[src/sv/serial_setting_command_parser_unit_defines.svh]
// ----------------------------------------------------------------------------
// Assertion macros for the serial setting command parser
// Concurrent checks are compiled in simulation and drop out when SYNTH is set.
// ----------------------------------------------------------------------------
`ifndef SERIAL_SETTING_COMMAND_PARSER_UNIT_DEFINES_SVH
`define SERIAL_SETTING_COMMAND_PARSER_UNIT_DEFINES_SVH

`ifndef SYNTH
// Property must hold on every clock edge outside reset.
`define SSC_ASSERT(name, prop) \
  name: assert property (@(posedge clk_i) disable iff (!rst_ni) prop) \
    else $error("ssc assertion failed");
// Condition must never be seen outside reset.
`define SSC_ASSERT_NEVER(name, cond) \
  name: assert property (@(posedge clk_i) disable iff (!rst_ni) !(cond)) \
    else $error("ssc forbidden condition seen");
`else
`define SSC_ASSERT(name, prop)
`define SSC_ASSERT_NEVER(name, cond)
`endif

`endif

[src/sv/ssc_pkg.sv]
// ----------------------------------------------------------------------------
// ssc_pkg
// Shared constants and the result type of the serial setting command parser.
// ----------------------------------------------------------------------------
package ssc_pkg;

  localparam int unsigned LINE_BYTES_DEF = 64;

  localparam logic [15:0] PERIOD_MIN   = 16'd500;
  localparam logic [15:0] PERIOD_MAX   = 16'd60000;
  localparam logic [6:0]  THRESH_MAX   = 7'd99;
  localparam logic [15:0] PERIOD_RESET = 16'd4000;
  localparam logic [6:0]  TEMP_RESET   = 7'd29;
  localparam logic [6:0]  HUM_RESET    = 7'd70;

  localparam logic STATUS_OK  = 1'b0;
  localparam logic STATUS_FMT = 1'b1;

  typedef struct packed {
    logic        status;
    logic [15:0] period;
    logic [6:0]  temp;
    logic [6:0]  hum;
  } ssc_result_t;

endpackage

[src/sv/ssc_in_stage.sv]
// ----------------------------------------------------------------------------
// ssc_in_stage
// Input register: holds one received byte until the parse stage takes it.
// ----------------------------------------------------------------------------
module ssc_in_stage (
  input  logic       clk_i,
  input  logic       rst_ni,
  input  logic       s_tvalid_i,
  input  logic [7:0] s_tdata_i,
  output logic       s_tready_o,
  input  logic       take_i,
  output logic       byte_valid_o,
  output logic [7:0] byte_o
);

  logic       vld_q;
  logic [7:0] byte_q;

  // The register can load whenever it is empty or its byte leaves this cycle.
  assign s_tready_o   = !vld_q || take_i;
  assign byte_valid_o = vld_q;
  assign byte_o       = byte_q;

  always_ff @(posedge clk_i or negedge rst_ni) begin
    if (!rst_ni) begin
      vld_q <= 1'b0;
    end else if (s_tready_o) begin
      vld_q <= s_tvalid_i;
    end
  end

  always_ff @(posedge clk_i) begin
    if (s_tvalid_i && s_tready_o) begin
      byte_q <= s_tdata_i;
    end
  end

endmodule

[src/sv/ssc_parse_core.sv]
// ----------------------------------------------------------------------------
// ssc_parse_core
// Per-byte token parser, pending updates and committed settings.
// ----------------------------------------------------------------------------
module ssc_parse_core #(
  parameter int unsigned LINE_BYTES = ssc_pkg::LINE_BYTES_DEF
) (
  input  logic                clk_i,
  input  logic                rst_ni,
  input  logic                step_i,
  input  logic [7:0]          byte_i,
  output logic                res_valid_o,
  output ssc_pkg::ssc_result_t res_o
);
  import ssc_pkg::*;

  localparam int unsigned LcW = $clog2(LINE_BYTES);
  localparam logic [LcW-1:0] LcLast = LcW'(LINE_BYTES - 1);

  typedef enum logic [2:0] {
    PH_BETWEEN, PH_UPPER, PH_LOWER, PH_SPACE,
    PH_SIGN, PH_DIGITS, PH_TAIL, PH_SKIP
  } phase_e;

  typedef enum logic [1:0] {KIND_NONE, KIND_P, KIND_T, KIND_H} kind_e;

  localparam logic [32:0] AccSat = 33'h1_0000_0000;

  logic [LcW-1:0] line_cnt_q, line_cnt_d;
  logic [15:0]    period_q, period_d, pend_period_q, pend_period_d;
  logic [6:0]     temp_q, temp_d, pend_temp_q, pend_temp_d;
  logic [6:0]     hum_q, hum_d, pend_hum_q, pend_hum_d;
  logic [2:0]     marks_q, marks_d;
  phase_e         phase_q, phase_d;
  kind_e          kind_q, kind_d;
  logic [32:0]    acc_q, acc_d;
  logic           minus_q, minus_d;
  logic           ended_q, ended_d;

  // Byte classification.
  logic       is_term, is_digit, is_delim, is_nul, is_fill;
  logic [3:0] digit;
  assign is_term  = (byte_i == 8'h0A) || (byte_i == 8'h0D) || (byte_i == 8'h3B);
  assign is_digit = (byte_i >= 8'h30) && (byte_i <= 8'h39);
  assign is_delim = (byte_i == 8'h20) || (byte_i == 8'h2C);
  assign is_nul   = (byte_i == 8'h00);
  assign is_fill  = (byte_i == 8'h09) || (byte_i == 8'h0B) || (byte_i == 8'h0C);
  assign digit    = byte_i[3:0];

  // Accumulate one decimal digit, saturating just above 32 bits.
  logic [36:0] acc_x10;
  logic [32:0] acc_next;
  assign acc_x10  = ({4'b0, acc_q} << 3) + ({4'b0, acc_q} << 1) + 37'(digit);
  assign acc_next = (acc_x10 > 37'(AccSat)) ? AccSat : acc_x10[32:0];

  // Value of the token that ends now, read as a 32-bit unsigned number.
  logic [31:0] tok_val;
  logic        tok_fin;
  assign tok_val = acc_q[32] ? 32'hFFFF_FFFF :
                   (minus_q ? (32'd0 - acc_q[31:0]) : acc_q[31:0]);
  assign tok_fin = (phase_q == PH_DIGITS) || (phase_q == PH_TAIL);

  // Pending updates with the current token folded in.
  logic [15:0] ap_period;
  logic [6:0]  ap_temp, ap_hum;
  logic [2:0]  ap_marks;
  always_comb begin
    ap_period = pend_period_q;
    ap_temp   = pend_temp_q;
    ap_hum    = pend_hum_q;
    ap_marks  = marks_q;
    if (tok_fin) begin
      unique case (kind_q)
        KIND_P: begin
          if (tok_val < 32'(PERIOD_MIN)) begin
            ap_period = PERIOD_MIN;
          end else if (tok_val > 32'(PERIOD_MAX)) begin
            ap_period = PERIOD_MAX;
          end else begin
            ap_period = tok_val[15:0];
          end
          ap_marks[0] = 1'b1;
        end
        KIND_T: begin
          if (tok_val <= 32'(THRESH_MAX)) begin
            ap_temp     = tok_val[6:0];
            ap_marks[1] = 1'b1;
          end
        end
        KIND_H: begin
          if (tok_val <= 32'(THRESH_MAX)) begin
            ap_hum      = tok_val[6:0];
            ap_marks[2] = 1'b1;
          end
        end
        default: ;
      endcase
    end
  end

  logic        do_clear, do_end;
  logic [2:0]  c_marks;
  logic [15:0] c_period;
  logic [6:0]  c_temp, c_hum;

  always_comb begin
    line_cnt_d    = line_cnt_q;
    period_d      = period_q;
    temp_d        = temp_q;
    hum_d         = hum_q;
    pend_period_d = pend_period_q;
    pend_temp_d   = pend_temp_q;
    pend_hum_d    = pend_hum_q;
    marks_d       = marks_q;
    phase_d       = phase_q;
    kind_d        = kind_q;
    acc_d         = acc_q;
    minus_d       = minus_q;
    ended_d       = ended_q;
    do_clear      = 1'b0;
    do_end        = 1'b0;
    res_valid_o   = 1'b0;
    c_marks       = ended_q ? marks_q : ap_marks;
    c_period      = ended_q ? pend_period_q : ap_period;
    c_temp        = ended_q ? pend_temp_q : ap_temp;
    c_hum         = ended_q ? pend_hum_q : ap_hum;

    if (step_i) begin
      if (is_term) begin
        if (line_cnt_q != '0) begin
          if (c_marks[0]) period_d = c_period;
          if (c_marks[1]) temp_d = c_temp;
          if (c_marks[2]) hum_d = c_hum;
          res_valid_o = 1'b1;
          do_clear    = 1'b1;
        end
      end else if (line_cnt_q < LcLast) begin
        line_cnt_d = line_cnt_q + 1'b1;
        if (!ended_q) begin
          if (is_nul) begin
            do_end  = 1'b1;
            ended_d = 1'b1;
          end else if (is_delim) begin
            do_end = 1'b1;
          end else begin
            unique case (phase_q)
              PH_BETWEEN: begin
                priority if (byte_i == 8'h50 || byte_i == 8'h70) begin
                  kind_d = KIND_P;
                end else if (byte_i == 8'h54 || byte_i == 8'h74) begin
                  kind_d = KIND_T;
                end else if (byte_i == 8'h48 || byte_i == 8'h68) begin
                  kind_d = KIND_H;
                end else begin
                  kind_d = KIND_NONE;
                end
                if (kind_d == KIND_NONE) begin
                  phase_d = PH_SKIP;
                end else begin
                  // Lower case letters sit at bit 5 set.
                  phase_d = byte_i[5] ? PH_LOWER : PH_UPPER;
                end
              end
              PH_UPPER, PH_SPACE: begin
                priority if (phase_q == PH_UPPER && byte_i == 8'h3D) begin
                  phase_d = PH_SPACE;
                end else if (is_fill) begin
                  phase_d = PH_SPACE;
                end else if (byte_i == 8'h2B) begin
                  phase_d = PH_SIGN;
                end else if (byte_i == 8'h2D) begin
                  minus_d = 1'b1;
                  phase_d = PH_SIGN;
                end else if (is_digit) begin
                  acc_d   = 33'(digit);
                  phase_d = PH_DIGITS;
                end else begin
                  phase_d = PH_SKIP;
                end
              end
              PH_LOWER: begin
                phase_d = (byte_i == 8'h3D) ? PH_SPACE : PH_SKIP;
              end
              PH_SIGN: begin
                if (is_digit) begin
                  acc_d   = 33'(digit);
                  phase_d = PH_DIGITS;
                end else begin
                  phase_d = PH_SKIP;
                end
              end
              PH_DIGITS: begin
                if (is_digit) begin
                  acc_d = acc_next;
                end else begin
                  phase_d = PH_TAIL;
                end
              end
              default: ;
            endcase
          end
        end
      end else begin
        do_clear = 1'b1;
      end
    end

    if (do_end) begin
      pend_period_d = ap_period;
      pend_temp_d   = ap_temp;
      pend_hum_d    = ap_hum;
      marks_d       = ap_marks;
      phase_d       = PH_BETWEEN;
      kind_d        = KIND_NONE;
      acc_d         = '0;
      minus_d       = 1'b0;
    end
    if (do_clear) begin
      line_cnt_d    = '0;
      pend_period_d = '0;
      pend_temp_d   = '0;
      pend_hum_d    = '0;
      marks_d       = '0;
      phase_d       = PH_BETWEEN;
      kind_d        = KIND_NONE;
      acc_d         = '0;
      minus_d       = 1'b0;
      ended_d       = 1'b0;
    end
  end

  always_comb begin
    res_o.status = (c_marks == 3'b000) ? STATUS_FMT : STATUS_OK;
    res_o.period = period_d;
    res_o.temp   = temp_d;
    res_o.hum    = hum_d;
  end

  always_ff @(posedge clk_i or negedge rst_ni) begin
    if (!rst_ni) begin
      line_cnt_q    <= '0;
      period_q      <= PERIOD_RESET;
      temp_q        <= TEMP_RESET;
      hum_q         <= HUM_RESET;
      pend_period_q <= '0;
      pend_temp_q   <= '0;
      pend_hum_q    <= '0;
      marks_q       <= '0;
      phase_q       <= PH_BETWEEN;
      kind_q        <= KIND_NONE;
      acc_q         <= '0;
      minus_q       <= 1'b0;
      ended_q       <= 1'b0;
    end else begin
      line_cnt_q    <= line_cnt_d;
      period_q      <= period_d;
      temp_q        <= temp_d;
      hum_q         <= hum_d;
      pend_period_q <= pend_period_d;
      pend_temp_q   <= pend_temp_d;
      pend_hum_q    <= pend_hum_d;
      marks_q       <= marks_d;
      phase_q       <= phase_d;
      kind_q        <= kind_d;
      acc_q         <= acc_d;
      minus_q       <= minus_d;
      ended_q       <= ended_d;
    end
  end

endmodule

[src/sv/serial_setting_command_parser_unit.sv]
// ----------------------------------------------------------------------------
// serial_setting_command_parser_unit
// Parses serial command lines that set the period and alarm thresholds.
// ----------------------------------------------------------------------------
// Feed received serial bytes in one per item on the slave stream; the block
// answers every nonempty line (ended by CR, LF or ';') with one result item
// carrying the status (OK when at least one P, T or H setting was accepted,
// FORMAT error otherwise) and the period and thresholds now in force. Empty
// lines give no result, and a line that holds LINE_BYTES-1 stored bytes is
// thrown away by the next byte that is not a terminator. Throughput is one
// byte per clock cycle: a new item is taken every cycle as long as the
// result register is free or being read. A terminator accepted into the input
// register is worked on there by the combinational parse stage, and its
// result is loaded into the result register when that byte steps through,
// from which it is offered on the master stream. The parse stage's
// multiply-by-ten accumulate, token value conversion and clamping are all
// combinational. Backpressure on the master stream stalls the parser one
// item at a time; nothing is lost or repeated.
`include "serial_setting_command_parser_unit_defines.svh"

module serial_setting_command_parser_unit #(
  parameter int unsigned LINE_BYTES = ssc_pkg::LINE_BYTES_DEF
) (
  input  logic        clk_i,
  input  logic        rst_ni,
  input  logic        s_axis_tvalid,
  output logic        s_axis_tready,
  input  logic [7:0]  s_axis_tdata,   // [7:0] rx_char
  output logic        m_axis_tvalid,
  input  logic        m_axis_tready,
  output logic [31:0] m_axis_tdata,   // [15:0] period_value, [22:16] temp_threshold,
                                      // [29:23] hum_threshold, [31:30] zero
  output logic        m_axis_tuser    // [0] status: 0 = OK, 1 = format error
);
  import ssc_pkg::*;

  logic        byte_valid;
  logic [7:0]  byte_val;
  logic        step;
  logic        res_valid;
  ssc_result_t res;

  logic        out_valid_q, out_valid_d;
  ssc_result_t out_q;

  // A byte moves into the parse stage when the result register can take
  // whatever it might produce: empty now, or emptied at this same edge.
  assign step = byte_valid && (!out_valid_q || m_axis_tready);

  ssc_in_stage u_in (
    .clk_i       (clk_i),
    .rst_ni      (rst_ni),
    .s_tvalid_i  (s_axis_tvalid),
    .s_tdata_i   (s_axis_tdata),
    .s_tready_o  (s_axis_tready),
    .take_i      (step),
    .byte_valid_o(byte_valid),
    .byte_o      (byte_val)
  );

  ssc_parse_core #(
    .LINE_BYTES(LINE_BYTES)
  ) u_core (
    .clk_i      (clk_i),
    .rst_ni     (rst_ni),
    .step_i     (step),
    .byte_i     (byte_val),
    .res_valid_o(res_valid),
    .res_o      (res)
  );

  // Result register.
  always_comb begin
    out_valid_d = out_valid_q;
    if (step) begin
      out_valid_d = res_valid;
    end else if (m_axis_tready) begin
      out_valid_d = 1'b0;
    end
  end

  always_ff @(posedge clk_i or negedge rst_ni) begin
    if (!rst_ni) begin
      out_valid_q <= 1'b0;
    end else begin
      out_valid_q <= out_valid_d;
    end
  end

  always_ff @(posedge clk_i) begin
    if (step && res_valid) begin
      out_q <= res;
    end
  end

  assign m_axis_tvalid = out_valid_q;
  assign m_axis_tuser  = out_q.status;
  assign m_axis_tdata  = {2'b00, out_q.hum, out_q.temp, out_q.period};

  // The parse stage must never run while a result waits untaken.
  `SSC_ASSERT_NEVER(a_no_overwrite, step && out_valid_q && !m_axis_tready)
  // Reported settings always lie in their legal ranges.
  `SSC_ASSERT(a_out_range, m_axis_tvalid |-> (out_q.period >= PERIOD_MIN &&
    out_q.period <= PERIOD_MAX && out_q.temp <= THRESH_MAX && out_q.hum <= THRESH_MAX))
  // A new result only comes from a byte that went through the parse stage.
  `SSC_ASSERT(a_result_source, $rose(m_axis_tvalid) |-> $past(step && res_valid))

endmodule
[config.mk]
export PLATFORM = sky130hd
export DESIGN_NAME = serial_setting_command_parser_unit
export DESIGN_NICKNAME = d
export VERILOG_FILES = /design/src/sv/ssc_pkg.sv /design/src/sv/ssc_in_stage.sv /design/src/sv/ssc_parse_core.sv /design/src/sv/serial_setting_command_parser_unit.sv
export VERILOG_INCLUDE_DIRS = /design/src /design/src/sv
export SDC_FILE = /design/constraint.sdc
export NUM_CORES = 1
export LEC_CHECK = 0
export ABC_CLOCK_PERIOD_IN_PS = 5500
export BUFFER_PORTS_ARGS = -buffer_cell sky130_fd_sc_hd__clkbuf_2
export CORE_MARGIN = 1
export CORE_UTILIZATION = 61
export DETAILED_ROUTE_END_ITERATION = 8
export PLACE_DENSITY_LB_ADDON = 0.15
export SLEW_MARGIN = 20
export SYNTH_ARGS = -nofsm -noshare
export SYNTH_HDL_FRONTEND = slang
export SYNTH_SLANG_ARGS = --single-unit
export TNS_END_PERCENT = 100
[constraint.sdc]
create_clock -name clk_i -period 5.5 [get_ports clk_i]
set_clock_uncertainty 0.05 [all_clocks]
set_input_delay 0.825 -clock clk_i [delete_from_list [all_inputs] [get_ports clk_i]]
set_output_delay 0.825 -clock clk_i [all_outputs]
set_load 0.005 [all_outputs]
==> summary.md, run 1 <==
| Metric | Value |
|---|---|
| Slew HR | `0.421` |
| Overall fraction of global-route tracks in use | `0.309` |
| Fraction of layout cells with a size suffix above 1 | `0.106` |
| Antenna violations before repair | `0` |
| Crit path required time | `~5800 ps` |
| Placed inst area | `about 10000 µm²` |
| Final wirelength | `around 25 mm` |
| Area grow syn2layout | `9.80%` |
| Layout Cells excl Fill | `about 1400` |
| Clock power frac | `0.337` |
| IO Port Bufs | `44` |
| Worst-Skew Late Latency | `around 430 ps` |
| Max Root-Sink Buffers | `2` |
| Vias/cell | `about 6.4` |
| RSZ-0062 raised after global routing | `false` |
| GRT Residual Overflow | `0` |
| Combinational power share | `0.300` |
| P per Cell Area | `around 310 nW/µm²` |
| Fin Setup TNS | `0 ps` |
| Sequential area share after synthesis | `0.393` |
| Final Cell Area | `11100 µm²` |
| Seq pwr share | `0.363` |
| Internal | `0.00223 W` |
| Post-synth EDFFs | `39` |
| Global-route wire length before repair | `about 40 mm` |
| Sw Share | `0.348` |
| Final hold violations | `0` |
| CTS resizes | `0` |
| Critical Path Fanout Max | `14` |
| Clock Root Buffer | `clkbuf_16` |
| Startpoint Class | `flip-flop` |
| Mapped Area | `roughly 10000 µm²` |
| CP arrival | `5200 ps` |
| GPL Wtd Cong | `0.937` |
| Clock-pin transition on the worst setup and hold timing paths | `~60 ps` |
| Max Slew Vio Count | `0` |
| Fmax | `around 200 MHz` |
| Slack of the critical path | `around 600 ps` |
| Cell Rows | `46` |
| Crit share post-route | `0.894` |
| Die H | `roughly 130 µm` |
| Postcts setup bufs | `0` |
| Dpl cells | `1353` |
| DP Worst Slack | `just over 700 ps` |
| Fillcell total | `1330` |
| Fraction of registers with async set/reset | `0.740` |
| Hold/Removal Path Class | `flip-flop to flip-flop` |
| DRT iter0 DRCs | `between 800 and 900` |
| Max-Cap Viols | `0` |
| Min Tclk post-route | `between 4000 and 5000 ps` |
| Ys Warns | `0` |
| Post-synth cell types | `~80` |
| H-tree depth | `4` |
| Seq cells post-synth | `150` |
| Share of the synthesized area in the top cell type | `0.243` |
| Fin nets | `around 1200` |
| Total net switching power | `roughly 0.0012 W` |
| Status | `completed` |
| CTS tree | `yes` |
| Io pins | `47` |
| Full die area | `17000 µm²` |
| Vias in the first global route | `between 8000 and 9000` |
| Residual DRC | `0` |
| Post-Syn Area per Cell | `just under 9 µm²` |
| DR WL/cell | `between 15 and 20 µm` |
| Antenna Cells | `0` |
| Core area | `approximately 16000 µm²` |
| First-pass DRT Iterations | `5` |
| Vias | `~8900` |
| Cells after Synth | `1131` |
| Leak pwr | `~5 nW` |
| Max VDD drop | `0.234 mV` |
| Largest net degree at the start of global routing | `67` |
| WS Path Type | `flip-flop to flip-flop` |
| Die width | `around 130 µm` |
| Initial Util | `0.630` |
| Final setup fails | `0` |
| Least-Margin Pin Slew | `a little under 900 ps` |
| Synth area leaders | `dfrtp_1 24%, edfxtp_1 12%, ha_1 8.4%` |
| Detailed Place HPWL | `~18 mm` |
| Largest area contributor in the netlist | `dfrtp_1` |
| CTS Hold Bufs | `0` |
| Cts bufs inserted | `17` |
| Post-Route Utilization | `0.692` |
| Dominant synthesized flop cell | `dfrtp_1` |
| Antenna viol nets, final | `0` |
| Clock Sinks | `150` |
| Worst setup EP type | `flip-flop` |
[cell usage after synthesis, types with 17 or more instances]
library cell and count:
nand2_1 139, dfrtp_1 98, o21ai_0 91, a21oi_1 70, ha_1 68, nor2_1 63, nand3_1 52, clkbuf_1 47
edfxtp_1 39, nand2b_1 28, nand4_1 25, inv_1 24, nor3_1 24, and3_1 20, xnor2_1 19, xor2_1 18
nand3b_1 17
[final timing paths]
| kind | from | to | slack, ps | depth (start not counted) |
|---|---|---|---|---|
| worst min-delay path | u_core.period_q[0]$_DFF_PN0_ | u_core.period_q[0]$_DFF_PN0_ | 440 | 2 |
| worst max register to register | u_in.byte_o[3]$_DFFE_PP_ | u_core.acc_q[22]$_DFFE_PN0P_ | 590 | 15 |
| worst min register to register | u_core.period_q[0]$_DFF_PN0_ | u_core.period_q[0]$_DFF_PN0_ | 440 | 2 |
| max in group asynchronous | rst_ni | u_core.acc_q[6]$_DFFE_PN0P_ | 3780 | 2 |
| worst max-delay path | u_in.byte_o[3]$_DFFE_PP_ | u_core.acc_q[22]$_DFFE_PN0P_ | 590 | 15 |
| min in group asynchronous | rst_ni | u_core.period_q[13]$_DFF_PN0_ | 470 | 1 |
[per-stage QoR]
stage / hold slack, ps / total power, W
floorplan: 400 / 0.00202
global placement: 417 / 0.00226
detailed placement: 422 / 0.00227
CTS: 441 / 0.00341
global route: 476 / 0.00359
finish: 438 / 0.00342
[worst max-delay path: stages (launching register included)]
cell and delay, ps:
edfxtp_1 510, inv_1 130, fa_1 540, fa_1 470
nand2b_1 180, a211oi_1 460, o21a_1 220, a41oi_1 210
o21ai_1 430, a21oi_1 180, a2111o_1 410, nor4_2 270
buf_4 190, o211ai_1 120, buf_4 240, o21ai_0 200
[power by group through the flow]
stage | sequential, W | combinational [W] | clock [W]
2_1_floorplan | 0.00123 | 0.000793 | 0
3_3_place_gp | 0.00125 | 0.00100 | 0
3_5_place_dp | 0.00126 | 0.00101 | 0
4_1_cts | 0.00124 | 0.00102 | 0.00116
5_1_grt | 0.00125 | 0.00114 | 0.00121
6_report | 0.00124 | 0.00103 | 0.00115
[sequential cells by signal, indices dropped and copies added (netlist names), 2 cells and up]
signal	flops
u_core.period_q	16
u_in.byte_o	8
m_axis_tdata	30
u_core.pend_temp_q	7
u_core.temp_q	7
u_core.pend_period_q	16
u_core.kind_q	2
u_core.marks_q	3
u_core.acc_q	33
u_core.pend_hum_q	7
u_core.line_cnt_q	6
u_core.hum_q	7
u_core.phase_q	3
[cell usage in the layout (no fill, tap or decap), types with 9 or more instances in the layout]
cell type	netlist	routed
clkbuf_16	0	17
edfxtp_1	39	39
xnor2_1	19	19
inv_1	24	23
o2111ai_1	10	10
nand3_1	52	52
a2bb2oi_1	10	10
or4_1	11	11
or3_1	16	16
clkbuf_2	0	43
o31ai_1	16	16
dfstp_2	13	13
o21ai_0	91	91
xor2_1	18	18
o21ai_1	9	9
nand2b_1	28	28
nor2_1	63	63
a21oi_1	70	70
mux2i_1	15	15
ha_1	68	68
nor3_1	24	24
nand3b_1	17	17
a31oi_1	13	13
and2_1	13	13
o21a_1	9	9
nand4_1	25	25
and3_1	20	20
dfrtp_1	98	98
nor4_1	11	11
a21o_1	16	16
nand2_1	139	139
buf_4	2	19
a211oi_1	12	12
[cell type report]
| type | instances | area, µm² | share of cell area |
|---|---|---|---|
| Multi-Input combinational cell | 901 | 5800 | 0.524 |
| Sequential cell | 150 | 3970 | 0.358 |
| Clock buffer | 22 | 464 | 0.0419 |
| Timing Repair Buffer | 62 | 358 | 0.0323 |
| Tap cell | 216 | 270 | 0.0244 |
| Clock inverter | 10 | 124 | 0.0112 |
| Inverter | 24 | 90.1 | 0.00814 |
[routing by layer]
metal | GRT usage | vias to the layer above | part of all wire
met5 | 0 | - | 0
met4 | 0.112 | 0 | 0.020
met3 | 0.0456 | 49 | 0.064
met2 | 0.498 | 338 | 0.48
met1 | 0.424 | 4229 | 0.44
li1 | - | 4287 | -
[cell families after synthesis]
family / after synthesis / share of synthesized area
multiplexers: 19 / 0.0194
buffers and inverters: 81 / 0.0319
AND/OR/NAND/NOR: 455 / 0.231
adder cells (fa/ha/maj): 70 / 0.0883
XOR/XNOR: 37 / 0.0321
other: 1 / 0.000372
flip-flops: 150 / 0.393
AO/OA/AOI/OAI: 318 / 0.204
Power figures use the tool's default switching activity.
==> run 2: changes to the inputs <==
--- a/config.mk
+++ b/config.mk
@@ -7,7 +7,7 @@
 export NUM_CORES = 1
 export LEC_CHECK = 0
 export ABC_CLOCK_PERIOD_IN_PS = 5500
-export BUFFER_PORTS_ARGS = -buffer_cell sky130_fd_sc_hd__clkbuf_2
+export BUFFER_PORTS_ARGS = -buffer_cell sky130_fd_sc_hd__buf_2
 export CORE_MARGIN = 1
 export CORE_UTILIZATION = 61
 export DETAILED_ROUTE_END_ITERATION = 8
==> summary.md, run 2 (synthesized netlist as in run 1, its figures left out) <==
| Metric | Value |
|---|---|
| Fmax | `206 MHz (+1.1%)` |
| H-tree depth | `4 (unchanged)` |
| GPL Wtd Cong | `0.949 (+1.3%)` |
| Critical Path Fanout Max | `14 (unchanged)` |
| Hold/Removal Path Class | `flip-flop to flip-flop` |
| Io pins | `47 (unchanged)` |
| Area grow syn2layout | `9.93%` |
| Detailed Place HPWL | `18.5 mm (+1.1%)` |
| WS Path Type | `flip-flop to flip-flop` |
| Antenna Cells | `0 (unchanged)` |
| Max Root-Sink Buffers | `2 (unchanged)` |
| Sw Share | `0.355 (+0.00738)` |
| Top reg by flops | `u_core.acc_q` |
| R2R Setup Slk | `640 ps (+60 ps)` |
| Internal | `0.00223 W (+0.20%)` |
| Global-route wire length before repair | `42.0 mm (+2.2%)` |
| Vias | `9030 (+1.4%)` |
| Max VDD drop | `0.246 mV (+4.9%)` |
| P per Cell Area | `312 nW/µm² (+1.2%)` |
| Slack of the critical path | `641 ps (+55.7 ps)` |
| Postcts setup bufs | `0 (unchanged)` |
| Fillcell total | `1296 (-2.6%)` |
| Crit path required time | `5790 ps (about the same)` |
| Overall fraction of global-route tracks in use | `0.315 (+0.00583)` |
| Largest net degree at the start of global routing | `65 (-3.0%)` |
| Crit path launch | `u_in.byte_o[3]$_DFFE_PP_` |
| Fin nets | `1238 (unchanged)` |
| CTS Hold Bufs | `0 (unchanged)` |
| Seq pwr share | `0.358 (-0.005)` |
| Full die area | `17000 µm² (unchanged)` |
| Worst-Skew Late Latency | `430 ps (about the same)` |
| Startpoint Class | `flip-flop` |
| DR WL/cell | `18.5 µm (+2.9%)` |
| Min Tclk post-route | `4860 ps (-55.7 ps)` |
| CTS resizes | `0 (unchanged)` |
| Commonest non-fill, non-tap cell in the layout | `nand2_1` |
| CP arrival | `5150 ps (-50 ps)` |
| Combinational power share | `0.300 (about the same)` |
| Residual DRC | `0 (unchanged)` |
| RSZ-0062 raised after global routing | `false` |
| Clock Sinks | `150 (unchanged)` |
| Die H | `131 µm (unchanged)` |
| Antenna viol nets, final | `0 (unchanged)` |
| Cts bufs inserted | `17 (unchanged)` |
| Number of flip-flops in the largest register | `33 (unchanged)` |
| Status | `completed` |
| Vias/cell | `6.52 (+1.4%)` |
| Worst setup EP type | `flip-flop` |
| Crit share post-route | `0.883 (-0.0101)` |
| Clock Root Buffer | `clkbuf_16` |
| Antenna violations before repair | `0 (unchanged)` |
| DRT iter0 DRCs | `791 (-5.2%)` |
| CTS tree | `yes` |
| GRT Residual Overflow | `0 (unchanged)` |
| Reg-to-reg startpoint | `u_in.byte_o[3]$_DFFE_PP_` |
| Fin Setup TNS | `0 ps (unchanged)` |
| Slew HR | `0.416 (-0.00542)` |
| Clock-pin transition on the worst setup and hold timing paths | `70 ps (about the same)` |
| DP Worst Slack | `731 ps (+14.5 ps)` |
| Least-Margin Pin Slew | `873 ps (+4.91 ps)` |
| Leak pwr | `4.97 nW (-0.24%)` |
| Commonest non-fill, non-tap cells in the layout | `139 x nand2_1, 98 x dfrtp_1, 91 x o21ai_0` |
| First-pass DRT Iterations | `5 (unchanged)` |
| Vias in the first global route | `8436 (+3.9%)` |
| Cell Rows | `46 (unchanged)` |
| Final setup fails | `0 (unchanged)` |
| Core area | `16000 µm² (unchanged)` |
| Min-delay src | `u_core.period_q[13]$_DFF_PN0_` |
| Final wirelength | `25.6 mm (+2.9%)` |
| Final hold violations | `0 (unchanged)` |
| Max-Cap Viols | `0 (unchanged)` |
| Max Slew Vio Count | `0 (unchanged)` |
| Total net switching power | `0.00123 W (+3.5%)` |
| Fraction of layout cells with a size suffix above 1 | `0.108 (+0.00171)` |
| IO Port Bufs | `44 (unchanged)` |
| Initial Util | `0.630 (unchanged)` |
| Die width | `131 µm (unchanged)` |
| Clock power frac | `0.342 (+0.005)` |
[run 2: cell count changes in the layout (fill, tap and decap cells not counted), sizes merged]
cell      delta
clkbuf      -47
buf         +43
inv          +5
clkinv       -2
clkinvlp     +1
[run 2: per-stage QoR]
stage	util	hold WS, ps	std cells	power [W]	area (µm²)
after floorplan	-	400	1132	0.00202	10100
after global placement	0.655	417	1353	0.00227	10500
after detailed placement	0.655	422	1353	0.00228	10500
after CTS	0.693	443	1385	0.00346	11100
after global routing	0.693	455	1385	0.00363	11100
final	0.693	436	1385	0.00346	11100
[run 2: path summary, 6_finish.rpt]
path,end,cells after the start
setup reg to reg,u_core.acc_q[22]$_DFFE_PN0P_,15
setup / recovery,u_core.acc_q[22]$_DFFE_PN0P_,15
hold / removal,u_core.period_q[13]$_DFF_PN0_,2
hold reg to reg,u_core.period_q[13]$_DFF_PN0_,2
max in group asynchronous,u_core.acc_q[14]$_DFFE_PN0P_,2
min in group asynchronous,u_core.pend_period_q[13]$_DFFE_PN0N_,1
[run 2: final cells by class]
| type | count | area [µm²] | share of cell area |
|---|---|---|---|
| well taps | 216 | 270 | 0.0244 |
| repair buffers | 62 | 358 | 0.0323 |
| multi-input cells | 901 | 5800 | 0.523 |
| clock inverters | 14 | 161 | 0.0146 |
| flip-flops and latches | 150 | 3970 | 0.358 |
| inverters | 24 | 90.1 | 0.00813 |
| clock buffers | 18 | 439 | 0.0396 |
[run 2: critical path: stages, from the launching register on]
cell	delay (ps)
edfxtp_1	510
inv_1	130
fa_1	540
fa_1	460
nand2b_1	170
a211oi_1	490
o21a_1	240
a41oi_1	210
o21ai_1	420
a21oi_1	170
a2111o_1	400
nor4_2	270
buf_4	190
o211ai_1	110
buf_4	240
o21ai_0	170
[run 2: power by group through the flow]
stage          combinational (W)  sequential (W)  clock, W
6_report                 0.00104         0.00124   0.00118
5_1_grt                  0.00114         0.00125   0.00125
4_1_cts                  0.00102         0.00124   0.00120
3_5_place_dp             0.00102         0.00126         0
3_3_place_gp             0.00101         0.00125         0
2_1_floorplan           0.000793         0.00123         0
[run 2: per-layer routing]
metal,share of wire,global-route usage
met4,0.024,0.105
met2,0.47,0.509
met5,0,0
met1,0.44,0.431
met3,0.064,0.0517
==> run 3: changes to the inputs <==
--- a/config.mk
+++ b/config.mk
@@ -11,9 +11,9 @@
 export CORE_MARGIN = 1
 export CORE_UTILIZATION = 61
 export DETAILED_ROUTE_END_ITERATION = 8
-export PLACE_DENSITY_LB_ADDON = 0.15
+export PLACE_DENSITY = 0.79
 export SLEW_MARGIN = 20
 export SYNTH_ARGS = -nofsm -noshare
 export SYNTH_HDL_FRONTEND = slang
 export SYNTH_SLANG_ARGS = --single-unit
-export TNS_END_PERCENT = 100
+export TNS_END_PERCENT = 30
==> summary.md, run 3 (synthesized netlist as in run 1, its figures left out) <==
| Metric | Value |
|---|---|
| Vias | `8866 (-1.8%)` |
| Number of flip-flops in the largest register | `33 (unchanged)` |
| Final wirelength | `25.0 mm (-2.5%)` |
| Least-Margin Pin Slew | `1070 ps (+197 ps)` |
| Crit share post-route | `0.909 (+0.0257)` |
| Detailed Place HPWL | `18.4 mm (-0.88%)` |
| R2R Setup Slk | `500 ps (-140 ps)` |
| Antenna viol nets, final | `0 (unchanged)` |
| FF+latch area | `3970 µm² (unchanged)` |
| Levels on crit path | `15 (unchanged)` |
| Max-Cap Viols | `0 (unchanged)` |
| Fin Setup TNS | `0 ps (unchanged)` |
| DR WL/cell | `18.1 µm (-2.5%)` |
| Global-route wire length before repair | `40.3 mm (-3.9%)` |
| Startpoint Class | `flip-flop` |
| Fillcell total | `1317 (+1.6%)` |
| Worst setup EP type | `flip-flop` |
| Min Tclk post-route | `5000 ps (+142 ps)` |
| Die width | `131 µm (unchanged)` |
| Overall fraction of global-route tracks in use | `0.303 (-0.0123)` |
| Antenna Cells | `0 (unchanged)` |
| Commonest non-fill, non-tap cells in the layout | `139 x nand2_1, 98 x dfrtp_1, 91 x o21ai_0` |
| Final setup fails | `0 (unchanged)` |
| Antenna violations before repair | `0 (unchanged)` |
| P per Cell Area | `299 nW/µm² (-4.1%)` |
| Critical-path cell list | `inv_1, fa_1, fa_1, nand2b_1, a211oi_1, o21a_1, a41oi_1, o21ai_1, a21oi_1, a2111o_1, nor4_2, buf_4, o211ai_1, buf_4, o21ai_0` |
| CTS Hold Bufs | `0 (unchanged)` |
| Max Root-Sink Buffers | `2 (unchanged)` |
| Status | `completed` |
| DP Worst Slack | `656 ps (-74.4 ps)` |
| Worst path max stage delay | `550 ps (about the same)` |
| Largest net degree at the start of global routing | `65 (unchanged)` |
| Io pins | `47 (unchanged)` |
| DRT iter0 DRCs | `796 (+0.63%)` |
| CTS resizes | `0 (unchanged)` |
| Fraction of layout cells with a size suffix above 1 | `0.104 (-0.00342)` |
| Vias in the first global route | `8032 (-4.8%)` |
| Hold/Removal Path Class | `primary input to asynchronous set/reset pin` |
| Reg-to-reg startpoint | `u_in.byte_o[3]$_DFFE_PP_` |
| Top reg by flops | `u_core.acc_q` |
| Clock Sinks | `150 (unchanged)` |
| Hold WS | `373 ps (-62.9 ps)` |
| Clock-pin transition on the worst setup and hold timing paths | `60 ps (about the same)` |
| Crit path max-delay family | `compound AO/OA/AOI/OAI gates` |
| Critical Path Fanout Max | `13 (-1)` |
| Fin nets | `1238 (unchanged)` |
| Slack of the critical path | `499 ps (-142 ps)` |
| Multi-input logic area | `5800 µm² (unchanged)` |
| Worst-Skew Late Latency | `420 ps (about the same)` |
| Die H | `131 µm (unchanged)` |
| Layout Cells excl Fill | `1385 (unchanged)` |
| Tot Pwr | `0.00330 W (-4.8%)` |
| Worst-path cell with the longest stage delay | `fa_1` |
| Initial Util | `0.630 (unchanged)` |
| Dpl cells | `1353 (unchanged)` |
| Max VDD drop | `0.226 mV (-8.1%)` |
| Cell Rows | `46 (unchanged)` |
| Reg2reg path depth | `15 (unchanged)` |
| WS Path Type | `flip-flop to flip-flop` |
| Full die area | `17000 µm² (unchanged)` |
| Slew HR | `0.280 (-0.136)` |
| CTS tree | `yes` |
| Clock Root Buffer | `clkbuf_16` |
| Crit path required time | `5780 ps (about the same)` |
| Postcts setup bufs | `0 (unchanged)` |
| Core area | `16000 µm² (unchanged)` |
| First-pass DRT Iterations | `6 (+1)` |
| Vias/cell | `6.40 (-1.8%)` |
| Final hold violations | `0 (unchanged)` |
| GPL Wtd Cong | `0.966 (+1.8%)` |
| H-tree depth | `4 (unchanged)` |
| RSZ-0062 raised after global routing | `false` |
| Max Slew Vio Count | `0 (unchanged)` |
| Residual DRC | `0 (unchanged)` |
| Cts bufs inserted | `17 (unchanged)` |
| Leak pwr | `4.93 nW (-0.81%)` |
| Reg2reg end | `u_core.acc_q[19]$_DFFE_PN0P_` |
| GRT Residual Overflow | `0 (unchanged)` |
| Fmax | `200 MHz (-2.8%)` |
| Commonest non-fill, non-tap cell in the layout | `nand2_1` |
| IO Port Bufs | `44 (unchanged)` |
| Worst Path Buf+Inv | `3 (unchanged)` |
| CP arrival | `5280 ps (+130 ps)` |
| Area grow syn2layout | `9.13%` |
[run 3: power breakdown]
group          switching [W]  internal, W
clock               0.000443     0.000574
combinational       0.000677     0.000361
sequential         0.0000603      0.00118
[run 3: worst max-delay path by stage]
stage	startpoint	end	slack (ps)
4_1_cts	u_in.byte_o[3]$_DFFE_PP_	u_core.acc_q[19]$_DFFE_PN0P_	540
3_5_place_dp	u_in.byte_o[3]$_DFFE_PP_	u_core.acc_q[19]$_DFFE_PN0P_	660
2_1_floorplan	u_in.byte_o[3]$_DFFE_PP_	u_core.acc_q[10]$_DFFE_PN0P_	880
6_report	u_in.byte_o[3]$_DFFE_PP_	u_core.acc_q[19]$_DFFE_PN0P_	500
5_1_grt	u_in.byte_o[3]$_DFFE_PP_	u_core.acc_q[16]$_DFFE_PN0P_	120
3_3_place_gp	u_in.byte_o[3]$_DFFE_PP_	u_core.acc_q[27]$_DFFE_PN0P_	890
[run 3: through the flow]
stage | area, µm² | util
3_3_place_gp | 10500 | 0.655
3_5_place_dp | 10500 | 0.655
2_1_floorplan | 10100 | -
6_report | 11000 | 0.688
4_1_cts | 11000 | 0.688
5_1_grt | 11000 | 0.688
[run 3: cell type report]
type / instances / share of cell area
Sequential cell: 150 / 0.360
Clock inverter: 12 / 0.00762
Clock buffer: 20 / 0.0397
Inverter: 24 / 0.00819
Multi-Input combinational cell: 901 / 0.527
Tap cell: 216 / 0.0246
Timing Repair Buffer: 62 / 0.0325
[run 3: layer usage]
metal	GRT usage	wire [µm]	vias to the layer above
li1	-	-	4286
met1	0.425	11500	4218
met2	0.475	11400	314
met3	0.0525	1470	48
met4	0.102	539	0
met5	0	0	-
